### src/design/point_rotate_by_sine_table_defines.svh
// Assertion macros for the point rotation block.
// Included by the top level; expects clk and arst_n in scope.
`ifndef POINT_ROTATE_BY_SINE_TABLE_DEFINES_SVH
`define POINT_ROTATE_BY_SINE_TABLE_DEFINES_SVH

// Antecedent true in a cycle implies consequent true in the same cycle.
`define PRS_ASSERT_NOW(label, ante, cons) \
	label: assert property (@(posedge clk) disable iff (!arst_n) (ante) |-> (cons)) \
		else $error("point rotate check failed");

// Antecedent true in a cycle implies consequent true in the next cycle.
`define PRS_ASSERT_NEXT(label, ante, cons) \
	label: assert property (@(posedge clk) disable iff (!arst_n) (ante) |=> (cons)) \
		else $error("point rotate check failed");

`endif

### src/design/pt_rot_pkg.sv
// Shared types, register indexes and the quarter-wave sine table.
// No dependencies; used by the interfaces and the top level.
`timescale 1ns / 1ps

package pt_rot_pkg;

	localparam int unsigned CoordW = 8;
	localparam int unsigned TimeW = 10;
	localparam int unsigned RotW = 10;
	localparam int unsigned PeriodW = 11;
	localparam int unsigned DragW = 8;
	localparam int unsigned CfgIdxW = 2;
	localparam int unsigned CfgDataW = 11;
	localparam int unsigned AngW = 8;
	localparam int unsigned ProdW = 16;

	localparam logic [CfgIdxW-1:0] CFG_PERIOD = 2'd0;
	localparam logic [CfgIdxW-1:0] CFG_DRAG = 2'd1;
	localparam logic [CfgIdxW-1:0] CFG_REVERSE = 2'd2;

	localparam logic [PeriodW-1:0] PERIOD_RESET = 11'd1024;

	typedef logic [CoordW-1:0] coord_t;
	typedef logic [TimeW-1:0] time_t;
	typedef logic signed [RotW-1:0] rot_t;

	// Signed table value held as sign and magnitude.
	typedef struct packed {
		logic       neg;
		logic [7:0] mag;
	} trig_t;

	// First quarter of the sine wave, scaled to 255, for indexes 0 to 64.
	function automatic logic [7:0] sine_quarter(input logic [6:0] idx);
		logic [7:0] v;
		unique case (idx)
			7'd0: v = 8'd0;     7'd1: v = 8'd6;     7'd2: v = 8'd13;    7'd3: v = 8'd19;
			7'd4: v = 8'd25;    7'd5: v = 8'd31;    7'd6: v = 8'd38;    7'd7: v = 8'd44;
			7'd8: v = 8'd50;    7'd9: v = 8'd56;    7'd10: v = 8'd62;   7'd11: v = 8'd68;
			7'd12: v = 8'd74;   7'd13: v = 8'd80;   7'd14: v = 8'd86;   7'd15: v = 8'd92;
			7'd16: v = 8'd98;   7'd17: v = 8'd104;  7'd18: v = 8'd109;  7'd19: v = 8'd115;
			7'd20: v = 8'd121;  7'd21: v = 8'd126;  7'd22: v = 8'd132;  7'd23: v = 8'd137;
			7'd24: v = 8'd142;  7'd25: v = 8'd147;  7'd26: v = 8'd152;  7'd27: v = 8'd157;
			7'd28: v = 8'd162;  7'd29: v = 8'd167;  7'd30: v = 8'd172;  7'd31: v = 8'd176;
			7'd32: v = 8'd181;  7'd33: v = 8'd185;  7'd34: v = 8'd190;  7'd35: v = 8'd194;
			7'd36: v = 8'd198;  7'd37: v = 8'd202;  7'd38: v = 8'd205;  7'd39: v = 8'd209;
			7'd40: v = 8'd213;  7'd41: v = 8'd216;  7'd42: v = 8'd219;  7'd43: v = 8'd222;
			7'd44: v = 8'd225;  7'd45: v = 8'd228;  7'd46: v = 8'd231;  7'd47: v = 8'd234;
			7'd48: v = 8'd236;  7'd49: v = 8'd238;  7'd50: v = 8'd241;  7'd51: v = 8'd243;
			7'd52: v = 8'd244;  7'd53: v = 8'd246;  7'd54: v = 8'd248;  7'd55: v = 8'd249;
			7'd56: v = 8'd250;  7'd57: v = 8'd251;  7'd58: v = 8'd252;  7'd59: v = 8'd253;
			7'd60: v = 8'd254;  7'd61: v = 8'd254;  7'd62: v = 8'd255;  7'd63: v = 8'd255;
			7'd64: v = 8'd255;
			default: v = 8'd0;
		endcase
		return v;
	endfunction

	// Sine of an 8-bit angle, folded from the quarter table.
	function automatic trig_t sine8(input logic [AngW-1:0] ang);
		trig_t      r;
		logic [6:0] idx;
		if (ang[6]) begin
			idx = 7'd64 - {1'b0, ang[5:0]};
		end else begin
			idx = {1'b0, ang[5:0]};
		end
		r.neg = ang[7];
		r.mag = sine_quarter(idx);
		return r;
	endfunction

	// Quotient by 255 for values below 65280, by reciprocal with correction.
	function automatic logic [7:0] div255(input logic [ProdW-1:0] v);
		logic [ProdW-1:0] t;
		t = v + {8'd0, v[15:8]} + 16'd1;
		return t[15:8];
	endfunction

	// Apply the sign to an unsigned quotient, giving a result-width value.
	function automatic rot_t signed_term(input logic neg, input logic [7:0] q);
		rot_t r;
		r = $signed({2'b00, q});
		if (neg) begin
			r = -r;
		end
		return r;
	endfunction

endpackage

### src/design/pt_rot_if.sv
// Stream interfaces for points in and rotated points out.
// Depends on pt_rot_pkg for the field types.
`timescale 1ns / 1ps

interface pt_rot_in_if;
	logic                valid;
	logic                ready;
	pt_rot_pkg::coord_t  point_x;
	pt_rot_pkg::coord_t  point_y;
	pt_rot_pkg::time_t   time_now;

	modport source (output valid, output point_x, output point_y, output time_now, input ready);
	modport sink (input valid, input point_x, input point_y, input time_now, output ready);
endinterface

interface pt_rot_out_if;
	logic              valid;
	logic              ready;
	pt_rot_pkg::rot_t  rot_x;
	pt_rot_pkg::rot_t  rot_y;

	modport source (output valid, output rot_x, output rot_y, input ready);
	modport sink (input valid, input rot_x, input rot_y, output ready);
endinterface

### src/design/point_rotate_by_sine_table.sv
// Top level of the point rotation block: registers, angle, table and rotation pipeline.
// Depends on pt_rot_pkg, the stream interfaces and the assertion macro header.
`timescale 1ns / 1ps
`include "point_rotate_by_sine_table_defines.svh"

// Rotates each incoming point (point_x, point_y) by an angle taken from its time value.
// The time is reduced by the drag register, wrapping by one period when it would fall
// below zero, and mirrored as period minus time when reverse is set; bits 9 to 2 of that
// value form an 8-bit angle, a quarter turn being 64 steps. Sine and cosine come from a
// 65-entry quarter-wave table and span -255 to 255; each of the four products is divided
// by 255 with truncation toward zero before the terms are added, so rot_x and rot_y lie
// in -510 to 510. The block accepts one item on every clock unless a stalled result holds
// it back; each item passes through an input register, a register after the four 8 by 8
// bit multipliers and the result register. A stalled result holds the pipeline back stage by
// stage, so items already inside are kept and none is lost. Configuration writes take
// effect on the next clock and should be made while no item is in flight.
module point_rotate_by_sine_table (
	input  logic                               clk,
	input  logic                               arst_n,
	input  logic                               cfg_we,
	input  logic [pt_rot_pkg::CfgIdxW-1:0]     cfg_index,
	input  logic [pt_rot_pkg::CfgDataW-1:0]    cfg_data,
	pt_rot_in_if.sink                          point_ch,
	pt_rot_out_if.source                       result_ch
);
	import pt_rot_pkg::*;

	// Configuration registers.
	logic [PeriodW-1:0] period_q;
	logic [DragW-1:0]   drag_q;
	logic               reverse_q;

	always_ff @(posedge clk or negedge arst_n) begin
		if (!arst_n) begin
			period_q  <= PERIOD_RESET;
			drag_q    <= '0;
			reverse_q <= 1'b0;
		end else if (cfg_we) begin
			unique case (cfg_index)
				CFG_PERIOD:  period_q  <= cfg_data[PeriodW-1:0];
				CFG_DRAG:    drag_q    <= cfg_data[DragW-1:0];
				CFG_REVERSE: reverse_q <= cfg_data[0];
				default: ;
			endcase
		end
	end

	// Stage valids and the advance chain. A stage may load when it is empty or
	// when its contents move on in the same cycle.
	logic v_s1, v_s2, v_s3;
	logic adv_s3, adv_s2, adv_s1;

	assign adv_s3 = !v_s3 || result_ch.ready;
	assign adv_s2 = !v_s2 || adv_s3;
	assign adv_s1 = !v_s1 || adv_s2;
	assign point_ch.ready = adv_s1;

	always_ff @(posedge clk or negedge arst_n) begin
		if (!arst_n) begin
			v_s1 <= 1'b0;
			v_s2 <= 1'b0;
			v_s3 <= 1'b0;
		end else begin
			if (adv_s1) v_s1 <= point_ch.valid;
			if (adv_s2) v_s2 <= v_s1;
			if (adv_s3) v_s3 <= v_s2;
		end
	end

	// Stage 1: input register.
	coord_t x_s1, y_s1;
	time_t  t_s1;

	always_ff @(posedge clk) begin
		if (adv_s1 && point_ch.valid) begin
			x_s1 <= point_ch.point_x;
			y_s1 <= point_ch.point_y;
			t_s1 <= point_ch.time_now;
		end
	end

	// Angle from time. Only ten bits of time matter, since the angle is bits 9 to 2,
	// so all the wrapping arithmetic is carried out in ten bits.
	time_t          period_lo;
	time_t          drag_ext;
	time_t          adj;
	time_t          adj_dir;
	logic [AngW-1:0] ang;
	logic [AngW-1:0] ang_cos;
	trig_t          sin_v, cos_v;

	always_comb begin
		period_lo = period_q[TimeW-1:0];
		drag_ext  = {{(TimeW-DragW){1'b0}}, drag_q};
		if (t_s1 < drag_ext) begin
			adj = t_s1 + period_lo - drag_ext;
		end else begin
			adj = t_s1 - drag_ext;
		end
		if (reverse_q) begin
			adj_dir = period_lo - adj;
		end else begin
			adj_dir = adj;
		end
		ang     = adj_dir[TimeW-1:2];
		ang_cos = ang + 8'd64;
		sin_v   = sine8(ang);
		cos_v   = sine8(ang_cos);
	end

	// Stage 2: magnitudes of the four products and their signs.
	logic [ProdW-1:0] xc_s2, ys_s2, xs_s2, yc_s2;
	logic             cneg_s2, sneg_s2;

	always_ff @(posedge clk) begin
		if (adv_s2 && v_s1) begin
			xc_s2   <= x_s1 * cos_v.mag;
			ys_s2   <= y_s1 * sin_v.mag;
			xs_s2   <= x_s1 * sin_v.mag;
			yc_s2   <= y_s1 * cos_v.mag;
			cneg_s2 <= cos_v.neg;
			sneg_s2 <= sin_v.neg;
		end
	end

	// Each product is at most 255 * 255, where the reciprocal form of the division
	// by 255 is exact; the sign goes on after the quotient, which truncates toward zero.
	rot_t xc_term, ys_term, xs_term, yc_term;

	always_comb begin
		xc_term = signed_term(cneg_s2, div255(xc_s2));
		ys_term = signed_term(sneg_s2, div255(ys_s2));
		xs_term = signed_term(sneg_s2, div255(xs_s2));
		yc_term = signed_term(cneg_s2, div255(yc_s2));
	end

	// Stage 3: result register.
	rot_t rx_s3, ry_s3;

	always_ff @(posedge clk) begin
		if (adv_s3 && v_s2) begin
			rx_s3 <= xc_term - ys_term;
			ry_s3 <= xs_term + yc_term;
		end
	end

	assign result_ch.valid = v_s3;
	assign result_ch.rot_x = rx_s3;
	assign result_ch.rot_y = ry_s3;

	// An accepted item always sits in the input register on the next cycle.
	`PRS_ASSERT_NEXT(a_accept_loads_s1, point_ch.valid && point_ch.ready, v_s1)
	// With every stage full and the result stalled, no new item may enter.
	`PRS_ASSERT_NOW(a_full_blocks_input, v_s1 && v_s2 && v_s3 && !result_ch.ready,
		!point_ch.ready)
	// A result never leaves the range that the table and the truncation allow.
	`PRS_ASSERT_NOW(a_rot_range, result_ch.valid,
		($signed(result_ch.rot_x) >= -10'sd510) && ($signed(result_ch.rot_x) <= 10'sd510) &&
		($signed(result_ch.rot_y) >= -10'sd510) && ($signed(result_ch.rot_y) <= 10'sd510))

endmodule
### src/flat_wrapper.sv
// flat-port wrapper written by rule: the top's interface ports become plain ports
module point_rotate_by_sine_table_flat import pt_rot_pkg::*;
  (clk, arst_n, cfg_we, cfg_index, cfg_data, point_ch_valid, point_ch_point_x, point_ch_point_y, point_ch_time_now, point_ch_ready, result_ch_valid, result_ch_rot_x, result_ch_rot_y, result_ch_ready);
  pt_rot_in_if point_ch_i ();
  pt_rot_out_if result_ch_i ();
  input  logic clk;
  input  logic arst_n;
  input  logic cfg_we;
  input  logic [pt_rot_pkg::CfgIdxW-1:0] cfg_index;
  input  logic [pt_rot_pkg::CfgDataW-1:0] cfg_data;
  input wire logic [$bits(point_ch_i.valid)-1:0] point_ch_valid;
  input wire logic [$bits(point_ch_i.point_x)-1:0] point_ch_point_x;
  input wire logic [$bits(point_ch_i.point_y)-1:0] point_ch_point_y;
  input wire logic [$bits(point_ch_i.time_now)-1:0] point_ch_time_now;
  output wire logic [$bits(point_ch_i.ready)-1:0] point_ch_ready;
  output wire logic [$bits(result_ch_i.valid)-1:0] result_ch_valid;
  output wire logic [$bits(result_ch_i.rot_x)-1:0] result_ch_rot_x;
  output wire logic [$bits(result_ch_i.rot_y)-1:0] result_ch_rot_y;
  input wire logic [$bits(result_ch_i.ready)-1:0] result_ch_ready;
  assign point_ch_i.valid = point_ch_valid;
  assign point_ch_i.point_x = point_ch_point_x;
  assign point_ch_i.point_y = point_ch_point_y;
  assign point_ch_i.time_now = point_ch_time_now;
  assign point_ch_ready = point_ch_i.ready;
  assign result_ch_valid = result_ch_i.valid;
  assign result_ch_rot_x = result_ch_i.rot_x;
  assign result_ch_rot_y = result_ch_i.rot_y;
  assign result_ch_i.ready = result_ch_ready;
  point_rotate_by_sine_table u_core (.clk(clk), .arst_n(arst_n), .cfg_we(cfg_we), .cfg_index(cfg_index), .cfg_data(cfg_data), .point_ch(point_ch_i), .result_ch(result_ch_i));
endmodule
### config.mk
export PLATFORM = sky130hd
export DESIGN_NAME = point_rotate_by_sine_table_flat
export DESIGN_NICKNAME = d
export VERILOG_FILES = /design/src/design/pt_rot_pkg.sv /design/src/design/pt_rot_if.sv /design/src/design/point_rotate_by_sine_table.sv /design/src/flat_wrapper.sv
export VERILOG_INCLUDE_DIRS = /design/src /design/src/design
export SDC_FILE = /design/constraint.sdc
export NUM_CORES = 1
export LEC_CHECK = 0
export BUFFER_PORTS_ARGS = -buffer_cell sky130_fd_sc_hd__buf_2
export CORE_MARGIN = 2
export CORE_UTILIZATION = 70
export DETAILED_ROUTE_END_ITERATION = 7
export PLACE_DENSITY = 0.85
export REMOVE_ABC_BUFFERS = 1
export SETUP_SLACK_MARGIN = 0.2
export SYNTH_ARGS = -nofsm -noshare
export SYNTH_HDL_FRONTEND = slang
export SYNTH_SLANG_ARGS = --single-unit
### constraint.sdc
create_clock -name clk -period 15.95 [get_ports clk]
set_clock_uncertainty 0.05 [all_clocks]
set_input_delay 0.7975 -clock clk [delete_from_list [all_inputs] [get_ports clk]]
set_output_delay 0.7975 -clock clk [all_outputs]
set_load 0.01 [all_outputs]
==> impl_metrics.env <==
export IMPL_outcome="finished clean"
export IMPL_first_pass_iters=5
export IMPL_nets=2627
export IMPL_overflow=0
export IMPL_worst_pin_slew_ns=1.23
export IMPL_cts_setup_buffers=0
export IMPL_syn_area_um2=20000
export IMPL_numCtsBuffers=17
export IMPL_ys_ff_latch=134
export IMPL_synth_area_leaders="edfxtp_1, fa_1, ha_1"
export IMPL_fmax_mhz=78.9
export IMPL_grt_pass1_vias=16700
export IMPL_ios=66
export IMPL_gp_congestion=0.962
export IMPL_crit_fanout=16
export IMPL_final_antenna_net_count=0
export IMPL_critPathSlowestCell="nor4_4"
export IMPL_drive_gt1_share_pct=9.77
export IMPL_crit_type="reg -> reg"
export IMPL_setup_ws_ns=3.28
export IMPL_syn_area_per_cell_um2=9.17
export IMPL_async_reset_ff_share_pct=16.4
export IMPL_final_area_um2=21100
export IMPL_finalCritPeriodShare_pct=79.4
export IMPL_drc=0
export IMPL_hp_class="in -> async"
export IMPL_cts_max_level=4
export IMPL_synth_area_leader_cell="edfxtp_1"
export IMPL_cts_tree="built"
export IMPL_dp_cells=2546
export IMPL_drt_initial_drc_count=1545
export IMPL_die_w_um=173
export IMPL_postCtsResizedCells=0
export IMPL_area_growth_pct=5.27
export IMPL_yosysSeqAreaShare_pct=19.6
export IMPL_via_count=16500
export IMPL_clock_sinks=134
export IMPL_die_area_um2=30000
export IMPL_post_route_min_period_ns=12.67
export IMPL_crit_top_cell="inv_1"
export IMPL_cts_hold_buf=0
export IMPL_finalHoldViolCount=0
export IMPL_clock_path_buffers=2
export IMPL_setup_viol=0
export IMPL_drt_wirelength_per_cell_um=19.1
export IMPL_cts_root_buf="clkbuf_16"
export IMPL_maxCapViolations=0
export IMPL_end_kind="register"
export IMPL_nFillCells=1978
export IMPL_grt_start_max_net_pins=91
export IMPL_arrival_ns=12.83
export IMPL_fin_setup_tns_ns=0
export IMPL_multi_input_area_um2=14400
export IMPL_coreArea_um2=27900
export IMPL_ys_flop_type="edfxtp_1"
export IMPL_yosysWarnings=0
export IMPL_initial_utilization_pct=71.6
export IMPL_diodes=0
export IMPL_worst_ep_required_time_ns=16.11
export IMPL_drv_slew=0
export IMPL_hpwl_um=36800
export IMPL_ys_types=122
export IMPL_synthTopCellsByCount="inv_1, ha_1, fa_1"
export IMPL_die_h_um=173
export IMPL_worst_path_largest_cell_delay_ns=0.93
export IMPL_portBuffers=64
export IMPL_dpl_cell_area_um2=20400
export IMPL_preCtsSetupSlack_ns=3.72
export IMPL_routed_via_density=6.42
export IMPL_clkTransAtPathRegs_ns=0.06
export IMPL_grtUsageTotal_pct=33.6
export IMPL_synth_edff_count=112
export IMPL_synthCells=2182
export IMPL_stdcell_count=2578
export IMPL_synth_top_area_share_pct=16.8
export IMPL_seq_area_um2=3910
export IMPL_grt_pass1_wl_um=81500
export IMPL_clk_latency_ns=0.45
export IMPL_yosysMostFrequentCell="inv_1"
export IMPL_grt_setup_unrepaired="no"
export IMPL_antenna_found_initial=0
export IMPL_rows=61
export IMPL_cp_start_kind="register"
export IMPL_slew_headroom_pct=18.1
export IMPL_drt_wl_total_um=49100
final timing paths:
path,startpoint,endpoint,slack (ns),cells past startpoint
max in group asynchronous,arst_n,u_core.v_s1,15.21,1
setup reg to reg,u_core.t_s1[1],u_core.yc_s2[15],3.28,42
setup / recovery,u_core.t_s1[1],u_core.yc_s2[15],3.28,42
hold reg to reg,u_core.v_s2,u_core.result_ch.valid,0.45,1
min in group clk,u_core.v_s2,u_core.result_ch.valid,0.45,1
hold / removal,arst_n,u_core.period_q[8],0.27,1
worst max-delay path: cells and delay by family (launching register included):
kind | cells | cell delay [ns]
compound gates | 15 | 3.90
fa+ha+maj | 9 | 3.69
simple gates | 9 | 2.56
buf+inv | 6 | 0.79
mux | 2 | 0.74
flops | 1 | 0.36
xor+xnor | 1 | 0.34
cell usage in the layout, fill, tap and decap left out, types with 64 or more instances in the layout:
cell type / count
a21oi_1: 97
and3_1: 75
buf_2: 64
edfxtp_1: 112
fa_1: 155
ha_1: 241
inv_1: 312
nand2_1: 134
nor2_1: 93
o21ai_0: 88
xnor2_1: 75
cells by family (layout without fill, tap and decap cells):
family	Yosys count	after routing	share of synthesized area, %
multiplexers	42	42	2.25
XOR/XNOR	115	115	5.31
AO/OA/AOI/OAI	468	468	17.0
flip-flops	134	134	19.6
AND/OR/NAND/NOR	618	618	16.9
buffers and inverters	408	426	8.37
adder cells (fa/ha/maj)	397	397	30.6
layer usage:
| metal | vias to the layer above | global-route usage [%] | routed length, um |
|---|---|---|---|
| met5 | - | 0 | 0 |
| met3 | 184 | 4.77 | 3450 |
| met2 | 781 | 56.2 | 23600 |
| met4 | 0 | 18.0 | 2410 |
| met1 | 7939 | 42.2 | 19700 |
| li1 | 7645 | - | - |
final cells by class:
cell class / instances / area share (%)
well taps: 378 / 2.25
clock buffers: 18 / 2.04
flip-flops and latches: 134 / 18.6
inverters: 316 / 5.63
multi-input cells: 1640 / 68.5
repair buffers: 78 / 2.02
clock inverters: 14 / 0.980
stage by stage:
stage / util [%] / hold WS [ns]
2_1_floorplan: - / 0.399
3_3_place_gp: 73.1 / 0.416
4_1_cts: 75.4 / 0.280
5_1_grt: 75.4 / 0.317
3_5_place_dp: 73.1 / 0.437
6_report: 75.4 / 0.268
state kept, by name, indices dropped and copies added, names as in the netlist:
| name | count |
|---|---|
| u_core.cneg_s2 | 1 |
| u_core.drag_q | 8 |
| u_core.period_q | 10 |
| u_core.result_ch.rot_x | 10 |
| u_core.result_ch.rot_y | 10 |
| u_core.result_ch.valid | 1 |
| u_core.reverse_q | 1 |
| u_core.sneg_s2 | 1 |
| u_core.t_s1 | 10 |
| u_core.v_s1 | 1 |
| u_core.v_s2 | 1 |
| u_core.x_s1 | 8 |
| u_core.xc_s2 | 16 |
| u_core.xs_s2 | 16 |
| u_core.y_s1 | 8 |
| u_core.yc_s2 | 16 |
| u_core.ys_s2 | 16 |
Power is left out: the tool's default activity adds up to more than one toggle a clock period on the data nets, which glitch-free logic cannot reach.
